<file path="config.mk">
export PLATFORM = sky130hd
export DESIGN_NAME = pid_controller_step_top
export DESIGN_NICKNAME = d
export VERILOG_FILES = /design/src/design/pid_pkg.sv /design/src/design/pid_mul.sv /design/src/design/pid_div.sv /design/src/design/pid_dp.sv /design/src/design/pid_ctrl.sv /design/src/design/pid_controller_step_top.sv
export VERILOG_INCLUDE_DIRS = /design/src /design/src/design
export SDC_FILE = /design/constraint.sdc
export NUM_CORES = 2
export LEC_CHECK = 0
export ABC_AREA = 1
export CAP_MARGIN = 20
export CORE_UTILIZATION = 48
export DETAILED_ROUTE_END_ITERATION = 12
export DONT_BUFFER_PORTS = 1
export PLACE_DENSITY = 0.6
export SYNTH_ARGS = -nofsm -noshare
export SYNTH_HDL_FRONTEND = slang
export SYNTH_SLANG_ARGS = --single-unit
export TNS_END_PERCENT = 30
</file>
<file path="constraint.sdc">
create_clock -name clk -period 18.05 [get_ports clk]
set_input_delay 3.61 -clock clk [delete_from_list [all_inputs] [get_ports clk]]
set_output_delay 3.61 -clock clk [all_outputs]
set_load 0.01 [all_outputs]
</file>
<file path="src/design/pid_controller_step_top_assert.svh">
// assertion macros for the pid controller step block
`ifndef PID_CONTROLLER_STEP_TOP_ASSERT_SVH
`define PID_CONTROLLER_STEP_TOP_ASSERT_SVH
`ifndef SYNTH
`define PST_ASSERT_IMP(lbl, ante, cons) \
  lbl: assert property (@(posedge clk) disable iff (!rst_n) (ante) |-> (cons)) \
    else $error("pid step check failed: same cycle");
`define PST_ASSERT_NXT(lbl, ante, cons) \
  lbl: assert property (@(posedge clk) disable iff (!rst_n) (ante) |=> (cons)) \
    else $error("pid step check failed: next cycle");
`else
`define PST_ASSERT_IMP(lbl, ante, cons)
`define PST_ASSERT_NXT(lbl, ante, cons)
`endif
`endif

</file>
<file path="src/design/pid_pkg.sv">
// shared types, codes and constants of the pid controller step block
`default_nettype none
package pid_pkg;
  localparam int DATA_W_DEF  = 32;
  localparam int INTEG_W_DEF = 48;
  localparam int FRAC_W      = 16;
  localparam int MAG_W       = 64;
  localparam int DIGIT_W     = 16;
  localparam int NUM_DIGITS  = MAG_W / DIGIT_W;
  localparam int CFG_IDX_W   = 3;

  typedef logic [CFG_IDX_W-1:0] cfg_idx_t;
  localparam cfg_idx_t REG_GAIN_P     = 3'd0;
  localparam cfg_idx_t REG_GAIN_I     = 3'd1;
  localparam cfg_idx_t REG_GAIN_D     = 3'd2;
  localparam cfg_idx_t REG_TARGET     = 3'd3;
  localparam cfg_idx_t REG_LIMIT_LOW  = 3'd4;
  localparam cfg_idx_t REG_LIMIT_HIGH = 3'd5;

  typedef logic [1:0] mul_op_t;
  localparam mul_op_t OP_INC = 2'd0;
  localparam mul_op_t OP_P   = 2'd1;
  localparam mul_op_t OP_I   = 2'd2;
  localparam mul_op_t OP_D   = 2'd3;

  typedef logic [1:0] hit_t;
  localparam hit_t HIT_NONE = 2'd0;
  localparam hit_t HIT_HIGH = 2'd1;
  localparam hit_t HIT_LOW  = 2'd2;

  typedef struct packed {
    logic    load;
    logic    calc_err;
    logic    mul_start;
    logic    mul_take;
    mul_op_t mul_op;
    logic    div_start;
    logic    div_take;
    logic    out_load;
  } pid_cmd_t;

  typedef struct packed {
    logic mul_done;
    logic div_done;
    logic zero_step;
  } pid_stat_t;
endpackage
`default_nettype wire

</file>
<file path="src/design/pid_mul.sv">
// shared sign-magnitude multiplier, one 16-bit digit of b per cycle
`default_nettype none
module pid_mul import pid_pkg::*; #(
  parameter int DATA_WIDTH = DATA_W_DEF
) (
  input  wire logic                               clk,
  input  wire logic                               rst_n,
  input  wire logic                               start,
  input  wire logic signed [DATA_WIDTH-1:0]       a,
  input  wire logic signed [MAG_W-1:0]            b,
  output logic                                    done,
  output logic signed [DATA_WIDTH+MAG_W-1:0]      prod
);
  localparam int PW = DATA_WIDTH + MAG_W;
  localparam int CW = (NUM_DIGITS > 1) ? $clog2(NUM_DIGITS) : 1;

  logic                    busy_r, fix_r, done_r, neg_r;
  logic [CW-1:0]           cnt_r;
  logic [DATA_WIDTH-1:0]   amag_r;
  logic [MAG_W-1:0]        bmag_r;
  logic [PW-1:0]           acc_r;
  logic [DATA_WIDTH+DIGIT_W-1:0] pp;

  // partial product of |a| and the top digit still pending
  assign pp = amag_r * bmag_r[MAG_W-1 -: DIGIT_W];

  // control of the digit loop
  always_ff @(posedge clk) begin
    if (!rst_n) begin
      busy_r <= 1'b0;
      fix_r  <= 1'b0;
      done_r <= 1'b0;
      cnt_r  <= '0;
    end else begin
      done_r <= 1'b0;
      if (start) begin
        busy_r <= 1'b1;
        cnt_r  <= '0;
      end else if (busy_r) begin
        cnt_r <= cnt_r + 1'b1;
        if (cnt_r == CW'(NUM_DIGITS - 1)) begin
          busy_r <= 1'b0;
          fix_r  <= 1'b1;
        end
      end else if (fix_r) begin
        fix_r  <= 1'b0;
        done_r <= 1'b1;
      end
    end
  end

  // operand magnitudes and accumulator, most significant digit first
  always_ff @(posedge clk) begin
    if (start) begin
      amag_r <= a[DATA_WIDTH-1] ? DATA_WIDTH'(-a) : DATA_WIDTH'(a);
      bmag_r <= b[MAG_W-1] ? MAG_W'(-b) : MAG_W'(b);
      neg_r  <= a[DATA_WIDTH-1] ^ b[MAG_W-1];
      acc_r  <= '0;
    end else if (busy_r) begin
      acc_r  <= (acc_r << DIGIT_W) + PW'(pp);
      bmag_r <= bmag_r << DIGIT_W;
    end else if (fix_r) begin
      acc_r <= neg_r ? PW'(-acc_r) : acc_r;
    end
  end

  assign done = done_r;
  assign prod = $signed(acc_r);
endmodule
`default_nettype wire

</file>
<file path="src/design/pid_div.sv">
// restoring divider, one quotient bit per cycle
`default_nettype none
module pid_div import pid_pkg::*; #(
  parameter int DATA_WIDTH = DATA_W_DEF
) (
  input  wire logic                              clk,
  input  wire logic                              rst_n,
  input  wire logic                              start,
  input  wire logic [DATA_WIDTH+FRAC_W:0]        num,
  input  wire logic [DATA_WIDTH-1:0]             den,
  output logic                                   done,
  output logic [DATA_WIDTH+FRAC_W:0]             quo
);
  localparam int NW  = DATA_WIDTH + FRAC_W + 1;
  localparam int CNW = $clog2(NW);

  logic                  busy_r, done_r;
  logic [CNW-1:0]        cnt_r;
  logic [NW-1:0]         num_r;
  logic [DATA_WIDTH-1:0] rem_r;
  logic [DATA_WIDTH:0]   rem_sh, rem_sub;
  logic                  qbit;

  // trial subtract of the divisor from the shifted remainder
  always_comb begin
    rem_sh  = {rem_r, num_r[NW-1]};
    rem_sub = rem_sh - {1'b0, den};
    qbit    = (rem_sh >= {1'b0, den});
  end

  // step control
  always_ff @(posedge clk) begin
    if (!rst_n) begin
      busy_r <= 1'b0;
      done_r <= 1'b0;
      cnt_r  <= '0;
    end else begin
      done_r <= 1'b0;
      if (start) begin
        busy_r <= 1'b1;
        cnt_r  <= '0;
      end else if (busy_r) begin
        cnt_r <= cnt_r + 1'b1;
        if (cnt_r == CNW'(NW - 1)) begin
          busy_r <= 1'b0;
          done_r <= 1'b1;
        end
      end
    end
  end

  // remainder and quotient shift
  always_ff @(posedge clk) begin
    if (start) begin
      num_r <= num;
      rem_r <= '0;
    end else if (busy_r) begin
      num_r <= {num_r[NW-2:0], qbit};
      rem_r <= qbit ? rem_sub[DATA_WIDTH-1:0] : rem_sh[DATA_WIDTH-1:0];
    end
  end

  assign done = done_r;
  assign quo  = num_r;
endmodule
`default_nettype wire

</file>
<file path="src/design/pid_dp.sv">
// datapath: registers, error, integral, derivative, term sum and clamp
`default_nettype none
module pid_dp import pid_pkg::*; #(
  parameter int DATA_WIDTH     = DATA_W_DEF,
  parameter int INTEGRAL_WIDTH = INTEG_W_DEF
) (
  input  wire logic                         clk,
  input  wire logic                         rst_n,
  input  wire pid_cmd_t                     cmd,
  output pid_stat_t                         stat,
  input  wire logic                         cfg_wr_en,
  input  wire cfg_idx_t                     cfg_index,
  input  wire logic [DATA_WIDTH-1:0]        cfg_data,
  input  wire logic signed [DATA_WIDTH-1:0] in_measurement,
  input  wire logic [DATA_WIDTH-1:0]        in_step_time,
  output logic signed [DATA_WIDTH-1:0]      out_drive,
  output hit_t                              out_limit_hit,
  output logic                              out_zero_step
);
  localparam int DW = DATA_WIDTH;
  localparam int IW = INTEGRAL_WIDTH;
  localparam int PW = DW + MAG_W;
  localparam int NW = DW + FRAC_W + 1;
  localparam int SW = MAG_W + 2;
  localparam int QX = (NW > MAG_W) ? NW : MAG_W;

  logic signed [DW-1:0] gain_p_r, gain_i_r, gain_d_r, target_r, lim_lo_r, lim_hi_r;
  logic signed [DW-1:0] meas_r, err_r, last_err_r, drive_r;
  logic [DW-1:0]        dt_r;
  logic signed [IW-1:0] integ_r;
  logic signed [SW-1:0] sum_r;
  logic signed [MAG_W-1:0] deriv_r;
  logic                 zero_r, zflag_r;
  hit_t                 hit_r;

  logic signed [DW:0]      err_wide;
  logic signed [DW-1:0]    err_sat;
  logic signed [DW-1:0]    mul_a;
  logic signed [MAG_W-1:0] mul_b;
  logic                    mul_done;
  logic signed [PW-1:0]    prod, prod_sh;
  logic signed [IW-1:0]    inc_sat, integ_sat;
  logic signed [IW:0]      integ_wide;
  logic signed [MAG_W-1:0] term_sat;
  logic signed [DW:0]      diff;
  logic [DW:0]             diff_mag;
  logic                    div_done;
  logic [NW-1:0]           quo;
  logic [QX-1:0]           quo_x;
  logic [MAG_W-2:0]        dmag;
  logic signed [MAG_W-1:0] deriv_nxt;
  logic signed [SW-1:0]    hi_x, lo_x;

  // configuration registers
  always_ff @(posedge clk) begin
    if (!rst_n) begin
      gain_p_r <= '0;
      gain_i_r <= '0;
      gain_d_r <= '0;
      target_r <= '0;
      lim_lo_r <= {1'b1, {(DW-1){1'b0}}};
      lim_hi_r <= {1'b0, {(DW-1){1'b1}}};
    end else if (cfg_wr_en) begin
      unique case (cfg_index)
        REG_GAIN_P:     gain_p_r <= $signed(cfg_data);
        REG_GAIN_I:     gain_i_r <= $signed(cfg_data);
        REG_GAIN_D:     gain_d_r <= $signed(cfg_data);
        REG_TARGET:     target_r <= $signed(cfg_data);
        REG_LIMIT_LOW:  lim_lo_r <= $signed(cfg_data);
        REG_LIMIT_HIGH: lim_hi_r <= $signed(cfg_data);
        default: ;
      endcase
    end
  end

  // saturated error
  always_comb begin
    err_wide = (DW+1)'(target_r) - (DW+1)'(meas_r);
    if (err_wide[DW] != err_wide[DW-1]) begin
      err_sat = {err_wide[DW], {(DW-1){~err_wide[DW]}}};
    end else begin
      err_sat = err_wide[DW-1:0];
    end
  end

  // operand select for the shared multiplier
  always_comb begin
    unique case (cmd.mul_op)
      OP_INC: begin
        mul_a = err_r;
        mul_b = $signed(MAG_W'(dt_r));
      end
      OP_P: begin
        mul_a = gain_p_r;
        mul_b = MAG_W'(err_r);
      end
      OP_I: begin
        mul_a = gain_i_r;
        mul_b = MAG_W'(integ_r);
      end
      default: begin
        mul_a = gain_d_r;
        mul_b = deriv_r;
      end
    endcase
  end

  pid_mul #(.DATA_WIDTH(DW)) u_mul (
    .clk   (clk),
    .rst_n (rst_n),
    .start (cmd.mul_start),
    .a     (mul_a),
    .b     (mul_b),
    .done  (mul_done),
    .prod  (prod)
  );

  // product floor-shifted and saturated to integral and term widths
  always_comb begin
    prod_sh = prod >>> FRAC_W;
    if (prod_sh[PW-1:IW-1] != {(PW-IW+1){prod_sh[PW-1]}}) begin
      inc_sat = {prod_sh[PW-1], {(IW-1){~prod_sh[PW-1]}}};
    end else begin
      inc_sat = prod_sh[IW-1:0];
    end
    if (prod_sh[PW-1:MAG_W-1] != {(PW-MAG_W+1){prod_sh[PW-1]}}) begin
      term_sat = {prod_sh[PW-1], {(MAG_W-1){~prod_sh[PW-1]}}};
    end else begin
      term_sat = prod_sh[MAG_W-1:0];
    end
    integ_wide = (IW+1)'(integ_r) + (IW+1)'(inc_sat);
    if (integ_wide[IW] != integ_wide[IW-1]) begin
      integ_sat = {integ_wide[IW], {(IW-1){~integ_wide[IW]}}};
    end else begin
      integ_sat = integ_wide[IW-1:0];
    end
  end

  // error change and its magnitude, scaled for the divider
  always_comb begin
    diff     = (DW+1)'(err_r) - (DW+1)'(last_err_r);
    diff_mag = diff[DW] ? (DW+1)'(-diff) : (DW+1)'(diff);
  end

  pid_div #(.DATA_WIDTH(DW)) u_div (
    .clk   (clk),
    .rst_n (rst_n),
    .start (cmd.div_start),
    .num   ({diff_mag, {FRAC_W{1'b0}}}),
    .den   (dt_r),
    .done  (div_done),
    .quo   (quo)
  );

  // derivative magnitude saturated below 2^63, then signed
  always_comb begin
    quo_x = QX'(quo);
    if (|quo_x[QX-1:MAG_W-1]) begin
      dmag = {(MAG_W-1){1'b1}};
    end else begin
      dmag = quo_x[MAG_W-2:0];
    end
    deriv_nxt = diff[DW] ? -$signed({1'b0, dmag}) : $signed({1'b0, dmag});
  end

  assign hi_x = SW'(lim_hi_r);
  assign lo_x = SW'(lim_lo_r);

  // loop state and working registers
  always_ff @(posedge clk) begin
    if (!rst_n) begin
      integ_r    <= '0;
      last_err_r <= '0;
    end else begin
      if (cmd.mul_take && cmd.mul_op == OP_INC) begin
        integ_r <= integ_sat;
      end
      if (cmd.out_load) begin
        last_err_r <= err_r;
      end
    end
  end

  always_ff @(posedge clk) begin
    if (cmd.load) begin
      meas_r <= in_measurement;
      dt_r   <= in_step_time;
    end
    if (cmd.calc_err) begin
      err_r  <= err_sat;
      zero_r <= (dt_r == '0);
    end
    if (cmd.div_take) begin
      deriv_r <= deriv_nxt;
    end
    // term sum: p starts it, i and d add in
    if (cmd.mul_take) begin
      if (cmd.mul_op == OP_P) begin
        sum_r <= SW'(term_sat);
      end else if (cmd.mul_op != OP_INC) begin
        sum_r <= sum_r + SW'(term_sat);
      end
    end
    // clamp, high limit first
    if (cmd.out_load) begin
      zflag_r <= zero_r;
      if (sum_r > hi_x) begin
        drive_r <= lim_hi_r;
        hit_r   <= HIT_HIGH;
      end else if (sum_r < lo_x) begin
        drive_r <= lim_lo_r;
        hit_r   <= HIT_LOW;
      end else begin
        drive_r <= sum_r[DW-1:0];
        hit_r   <= HIT_NONE;
      end
    end
  end

  assign stat.mul_done  = mul_done;
  assign stat.div_done  = div_done;
  assign stat.zero_step = zero_r;

  assign out_drive     = drive_r;
  assign out_limit_hit = hit_r;
  assign out_zero_step = zflag_r;
endmodule
`default_nettype wire

</file>
<file path="src/design/pid_ctrl.sv">
// controller: sequences error, integral, terms, derivative and output beat
`default_nettype none
module pid_ctrl import pid_pkg::*; (
  input  wire logic      clk,
  input  wire logic      rst_n,
  input  wire logic      in_valid,
  output logic           in_ready,
  output logic           out_valid,
  input  wire logic      out_ready,
  input  wire pid_stat_t stat,
  output pid_cmd_t       cmd
);
  localparam logic [2:0] S_IDLE  = 3'd0;
  localparam logic [2:0] S_ERR   = 3'd1;
  localparam logic [2:0] S_MUL   = 3'd2;
  localparam logic [2:0] S_MWAIT = 3'd3;
  localparam logic [2:0] S_DIV   = 3'd4;
  localparam logic [2:0] S_DWAIT = 3'd5;
  localparam logic [2:0] S_OUT   = 3'd6;

  logic [2:0] state_r, state_nxt;
  mul_op_t    op_r, op_nxt;
  logic       out_valid_r, out_valid_nxt;

  // next state and commands
  always_comb begin
    state_nxt  = state_r;
    op_nxt     = op_r;
    cmd        = '0;
    cmd.mul_op = op_r;
    in_ready   = 1'b0;
    unique case (state_r)
      S_IDLE: begin
        in_ready = 1'b1;
        if (in_valid) begin
          cmd.load  = 1'b1;
          state_nxt = S_ERR;
        end
      end
      S_ERR: begin
        cmd.calc_err = 1'b1;
        op_nxt       = OP_INC;
        state_nxt    = S_MUL;
      end
      S_MUL: begin
        cmd.mul_start = 1'b1;
        state_nxt     = S_MWAIT;
      end
      S_MWAIT: begin
        if (stat.mul_done) begin
          cmd.mul_take = 1'b1;
          unique case (op_r)
            OP_INC: begin
              op_nxt    = OP_P;
              state_nxt = S_MUL;
            end
            OP_P: begin
              op_nxt    = OP_I;
              state_nxt = S_MUL;
            end
            OP_I: begin
              state_nxt = stat.zero_step ? S_OUT : S_DIV;
            end
            default: begin
              state_nxt = S_OUT;
            end
          endcase
        end
      end
      S_DIV: begin
        cmd.div_start = 1'b1;
        state_nxt     = S_DWAIT;
      end
      S_DWAIT: begin
        if (stat.div_done) begin
          cmd.div_take = 1'b1;
          op_nxt       = OP_D;
          state_nxt    = S_MUL;
        end
      end
      S_OUT: begin
        if (!out_valid_r || out_ready) begin
          cmd.out_load = 1'b1;
          state_nxt    = S_IDLE;
        end
      end
      default: begin
        state_nxt = S_IDLE;
      end
    endcase
  end

  // output beat holding
  always_comb begin
    priority if (cmd.out_load) begin
      out_valid_nxt = 1'b1;
    end else if (out_ready) begin
      out_valid_nxt = 1'b0;
    end else begin
      out_valid_nxt = out_valid_r;
    end
  end

  always_ff @(posedge clk) begin
    if (!rst_n) begin
      state_r     <= S_IDLE;
      op_r        <= OP_INC;
      out_valid_r <= 1'b0;
    end else begin
      state_r     <= state_nxt;
      op_r        <= op_nxt;
      out_valid_r <= out_valid_nxt;
    end
  end

  assign out_valid = out_valid_r;
endmodule
`default_nettype wire

</file>
<file path="src/design/pid_controller_step_top.sv">
// PID controller step with output clamp, Q16.16 fixed point.
//
// Input channel: in_valid/in_ready carry one beat of in_measurement (signed)
// and in_step_time (unsigned). Result channel: out_valid/out_ready carry one
// beat of out_drive, out_limit_hit (0 none, 1 high, 2 low) and out_zero_step.
// Configuration: cfg_wr_en with cfg_index 0..5 (gain_p, gain_i, gain_d,
// target, limit_low, limit_high) writes cfg_data; other indexes are ignored.
// Write registers only while the block is idle.
// One beat at a time: the integral increment and the P, I and D products take
// four passes through the shared 32x16 digit multiplier at DATA_WIDTH 32, and
// the bit-serial derivative divider runs before the D pass. With a zero step
// time the divide and derivative multiply are skipped.
// in_ready is high only while the sequencer is idle.
// The result sits in an output register; a new beat is accepted while it
// waits, and a stalled receiver holds the next result in its last step.
// Reset (synchronous, active low) clears integral, last error, limits to
// full range, gains and target to zero, and empties the output register.
`default_nettype none
module pid_controller_step_top import pid_pkg::*; #(
  parameter int DATA_WIDTH     = DATA_W_DEF,
  parameter int INTEGRAL_WIDTH = INTEG_W_DEF
) (
  input  wire logic                         clk,
  input  wire logic                         rst_n,
  input  wire logic                         in_valid,
  output logic                              in_ready,
  input  wire logic signed [DATA_WIDTH-1:0] in_measurement,
  input  wire logic [DATA_WIDTH-1:0]        in_step_time,
  output logic                              out_valid,
  input  wire logic                         out_ready,
  output logic signed [DATA_WIDTH-1:0]      out_drive,
  output logic [1:0]                        out_limit_hit,
  output logic                              out_zero_step,
  input  wire logic                         cfg_wr_en,
  input  wire logic [CFG_IDX_W-1:0]         cfg_index,
  input  wire logic [DATA_WIDTH-1:0]        cfg_data
);
`include "pid_controller_step_top_assert.svh"

  pid_cmd_t  cmd;
  pid_stat_t stat;

  pid_ctrl u_ctrl (
    .clk       (clk),
    .rst_n     (rst_n),
    .in_valid  (in_valid),
    .in_ready  (in_ready),
    .out_valid (out_valid),
    .out_ready (out_ready),
    .stat      (stat),
    .cmd       (cmd)
  );

  pid_dp #(
    .DATA_WIDTH     (DATA_WIDTH),
    .INTEGRAL_WIDTH (INTEGRAL_WIDTH)
  ) u_dp (
    .clk            (clk),
    .rst_n          (rst_n),
    .cmd            (cmd),
    .stat           (stat),
    .cfg_wr_en      (cfg_wr_en),
    .cfg_index      (cfg_index),
    .cfg_data       (cfg_data),
    .in_measurement (in_measurement),
    .in_step_time   (in_step_time),
    .out_drive      (out_drive),
    .out_limit_hit  (out_limit_hit),
    .out_zero_step  (out_zero_step)
  );

  // checks on the sequencing
  `PST_ASSERT_NXT(a_busy_after_accept, in_valid && in_ready, !in_ready)
  `PST_ASSERT_IMP(a_take_only_when_done, cmd.mul_take, stat.mul_done)
  `PST_ASSERT_IMP(a_no_result_overwrite, cmd.out_load, !out_valid || out_ready)
  `PST_ASSERT_IMP(a_hit_code_valid, out_valid, (out_limit_hit == HIT_NONE) || (out_limit_hit == HIT_HIGH) || (out_limit_hit == HIT_LOW))
endmodule
`default_nettype wire

</file>
==> results.md <==
* CP most frequent cell: fa_1
* Synth area leaders: edfxtp_1 (15%), nand2_1 (13%), fa_1 (12%)
* Die area at 0.166 mm^2
* Cell at the slowest stage of the critical path: edfxtp_1
* Worst setup margin at 10.52 ns
* Reg2reg setup slack at approximately 11 ns
* Die extent in y at 407 um
* Antenna Nets Post-Route at 0
* Clock Pin Slew Worst Setup and Hold Paths at 0.06 ns
* Delay of the slowest critical-path stage at 0.92 ns
* Port Buffers at 0
* Pins Over Slew Limit at 0
* Via density at about 5.7
* Overall routing resource usage at 0.370
* I/O pins at 141
* Nature of the critical path endpoint: flip-flop
* Worst R2R Path Depth at 22
* Resized cells post-CTS at 0
* Core box area at about 0.16 mm^2
* Hold Crit Depth at 2
* Via count at ~77000
* Net count after synthesis at between 10000 and 15000
* Setup Buffers After CTS at 0
* Yosys top cell by area: edfxtp_1
* Row count at 148
* Hold EP: u_dp.last_err_r[24]
* Global-route wire length before repair at 468000 um
* Final Setup Violations at 0
* Worst-path fanout max at 16
* Wire per inst at 23.3 um
* Worst path cell trace: nand2_1, fa_1, inv_1, fa_1, fa_1, fa_1, fa_1, inv_1, fa_1, inv_1, ha_1, nand2_1, nor2_1, nand2_1, o21ai_0, inv_1, o21bai_1, nand2_1, nand3_1, o21ai_0, o211ai_1, inv_1
* Worst r2r src: u_dp.u_mul.amag_r[6]
* Synth Cell Area at roughly 0.08 mm^2
* Clk Latency, worst-skew pair at ~0.79 ns
* FFs w/ async S/R, synth at 0
* Synth Register Bits at 827
* Share of post-route cells with drive strength above 1 at 0.0353
* Remaining global-route overflow at 0
* Setup Total Neg Slack at 0 ns
* Starting density of the core at 0.484
* Minimum hold slack at 0.458 ns
* Worst EP arrival at 8.15 ns
* Routed Wire Length at 313000 um
* Root Buffer: clkbuf_16
* R2R Path End: u_dp.u_mul.prod[26]
* Worst Max-Slew Pin Slew at 1.13 ns
* Vias in the first global route at 74300
* Leading cell type in the layout, fill and taps excluded: nand2_1
* DRC Markers at 0
* Fmax at ~130 MHz
* Period minus WS final at roughly 7.5 ns
* Relative slew slack at 0.242
* Fin. Hold Viols at 0
* HPWL after DPL at 245000 um
* Synthesized netlist cell count at 11400
* Hold Crit Class: flip-flop to flip-flop
* Synth unique cells at 64
* Top FF cell, synth: dfxtp_1
* Routability cong. at 1.02
* Cell family with most CP delay: adder cells
* CTS tree: yes
* Yosys top cell area share at 0.149
* Critical path class: flip-flop to flip-flop
* TritonRoute pass-1 iters at 7
* Largest net degree at the start of global routing at 281
* Post-synth EDFFs at between 300 and 400
* Sequential share of the synthesized area at 0.260
* TritonCTS buffer count at 101
* Layout Nets at approximately 12000
* Period utilisation layout at 0.417
* Startpoint Class: flip-flop
* Clock sinks at 827
* Min-delay src: u_dp.last_err_r[24]
* Initial antenna violation count at 11
* P&R area growth vs syn at 6.83%
* Yosys warns at 0
* Clock buffer depth at 3
* RSZ-0062 raised after global routing: false
* Drt initial violations at 8056
* Crit path depth at 22
* CP Buf/Inv Count at 5
* H-tree depth at 3
* Most frequent cells in the layout: nand2_1 (2643), inv_1 (1884), nor2_1 (1133)
* Dpl ws at 10.86 ns
* Worst path required time at 18.67 ns
* Max-Cap Viols at 0
* Status: finished, final reports clean
* Avg Inst Size Synth at 6.91 um^2
* CTS hold repair buffers at 0
* Clock skew at around 0.084 ns
* Die X at 407 um
## sequential cells by signal (all words and copies together) (netlist names), 48 cells and up
| signal | flops |
|---|---|
| u_dp.u_mul.bmag_r | 64 |
| u_dp.u_mul.prod | 96 |
| u_dp.sum_r | 66 |
| u_dp.integ_r | 48 |
| u_dp.deriv_r | 64 |
| u_dp.u_div.quo | 49 |
## worst max-delay path by stage
stage | startpoint | endpoint | slack [ns]
floorplan | in_valid | u_dp.dt_r[0] | 9.49
global placement | u_dp.u_mul.amag_r[0] | u_dp.u_mul.prod[74] | 10.85
detailed placement | u_dp.u_mul.amag_r[5] | u_dp.u_mul.prod[74] | 10.86
CTS | u_dp.u_mul.amag_r[0] | u_dp.u_mul.prod[90] | 10.76
global route | u_dp.u_mul.amag_r[5] | u_dp.u_mul.prod[58] | 10.17
finish | u_dp.u_mul.amag_r[6] | u_dp.u_mul.prod[26] | 10.52
## Yosys cell counts, types with 9 or more instances
master and n:
o21ai_0 934, o21ai_1 62, buf_6 12, nor3_1 127
nand2_2 9, buf_2 45, a21boi_0 21, clkbuf_1 364
nand4_1 153, a31oi_1 58, nand2_1 2647, and3_1 10
o22ai_1 17, o211ai_1 101, a21o_1 30, xor2_1 218
a22oi_1 16, inv_2 10, buf_1 18, or2_2 32
nor2_1 1144, nand3_1 635, o21ai_2 13, inv_1 1887
and2_1 11, fa_1 455, ha_1 484, a221oi_1 9
a21oi_1 751, o21a_1 21, nor2_2 18, nand3b_1 17
nor4_1 63, dfxtp_1 435, o21bai_1 36, edfxtp_1 392
xnor2_1 76
## kinds of logic (layout without fill, tap and decap cells)
logic type	count (synthesis)	after routing	synth area share
buf+inv	2349	2206	0.114
other cells	0	7	0
simple gates	4888	4888	0.256
compound gates	2109	2109	0.145
fa+ha+maj	939	939	0.192
xor+xnor	294	294	0.0326
flops	827	827	0.260
mux	1	1	0.000127
## worst min-delay path, stage by stage (launching register included)
cell and delay [ns]:
dfxtp_1 0.29, inv_1 0.06, a21oi_1 0.06
## area by class of cell
cell class                 instances  area (um^2)
clock inverter                    51          529
multi-input combinational       8231        49500
inverter                        1904         7150
clock buffer                     139         2860
timing repair buffer             112          961
sequential                       827        20500
antenna                            7         17.5
tap                             2175         2720
fill                           16600        78700
## per-layer routing
metal  GRT usage  vias to the layer above  routed length (um)  share of wire
li1            -                    36300                   -              -
met1       0.483                    36400              129000           0.41
met2       0.594                     3358              141000           0.45
met3      0.0561                      706               24900          0.080
met4       0.189                        6               18100          0.058
met5           0                        -                  41        0.00013
## per-stage QoR
stage          utilization  std cells  instance area (um^2)
2_1_floorplan            -      11400                 78900
3_3_place_gp         0.495      13200                 80600
3_5_place_dp         0.496      13200                 80800
4_1_cts              0.517      13400                 84200
5_1_grt              0.517      13400                 84200
6_report             0.517      13400                 84300
Power is left out: the tool's default activity adds up to more than one toggle a clock period on the data nets, which glitch-free logic cannot reach.
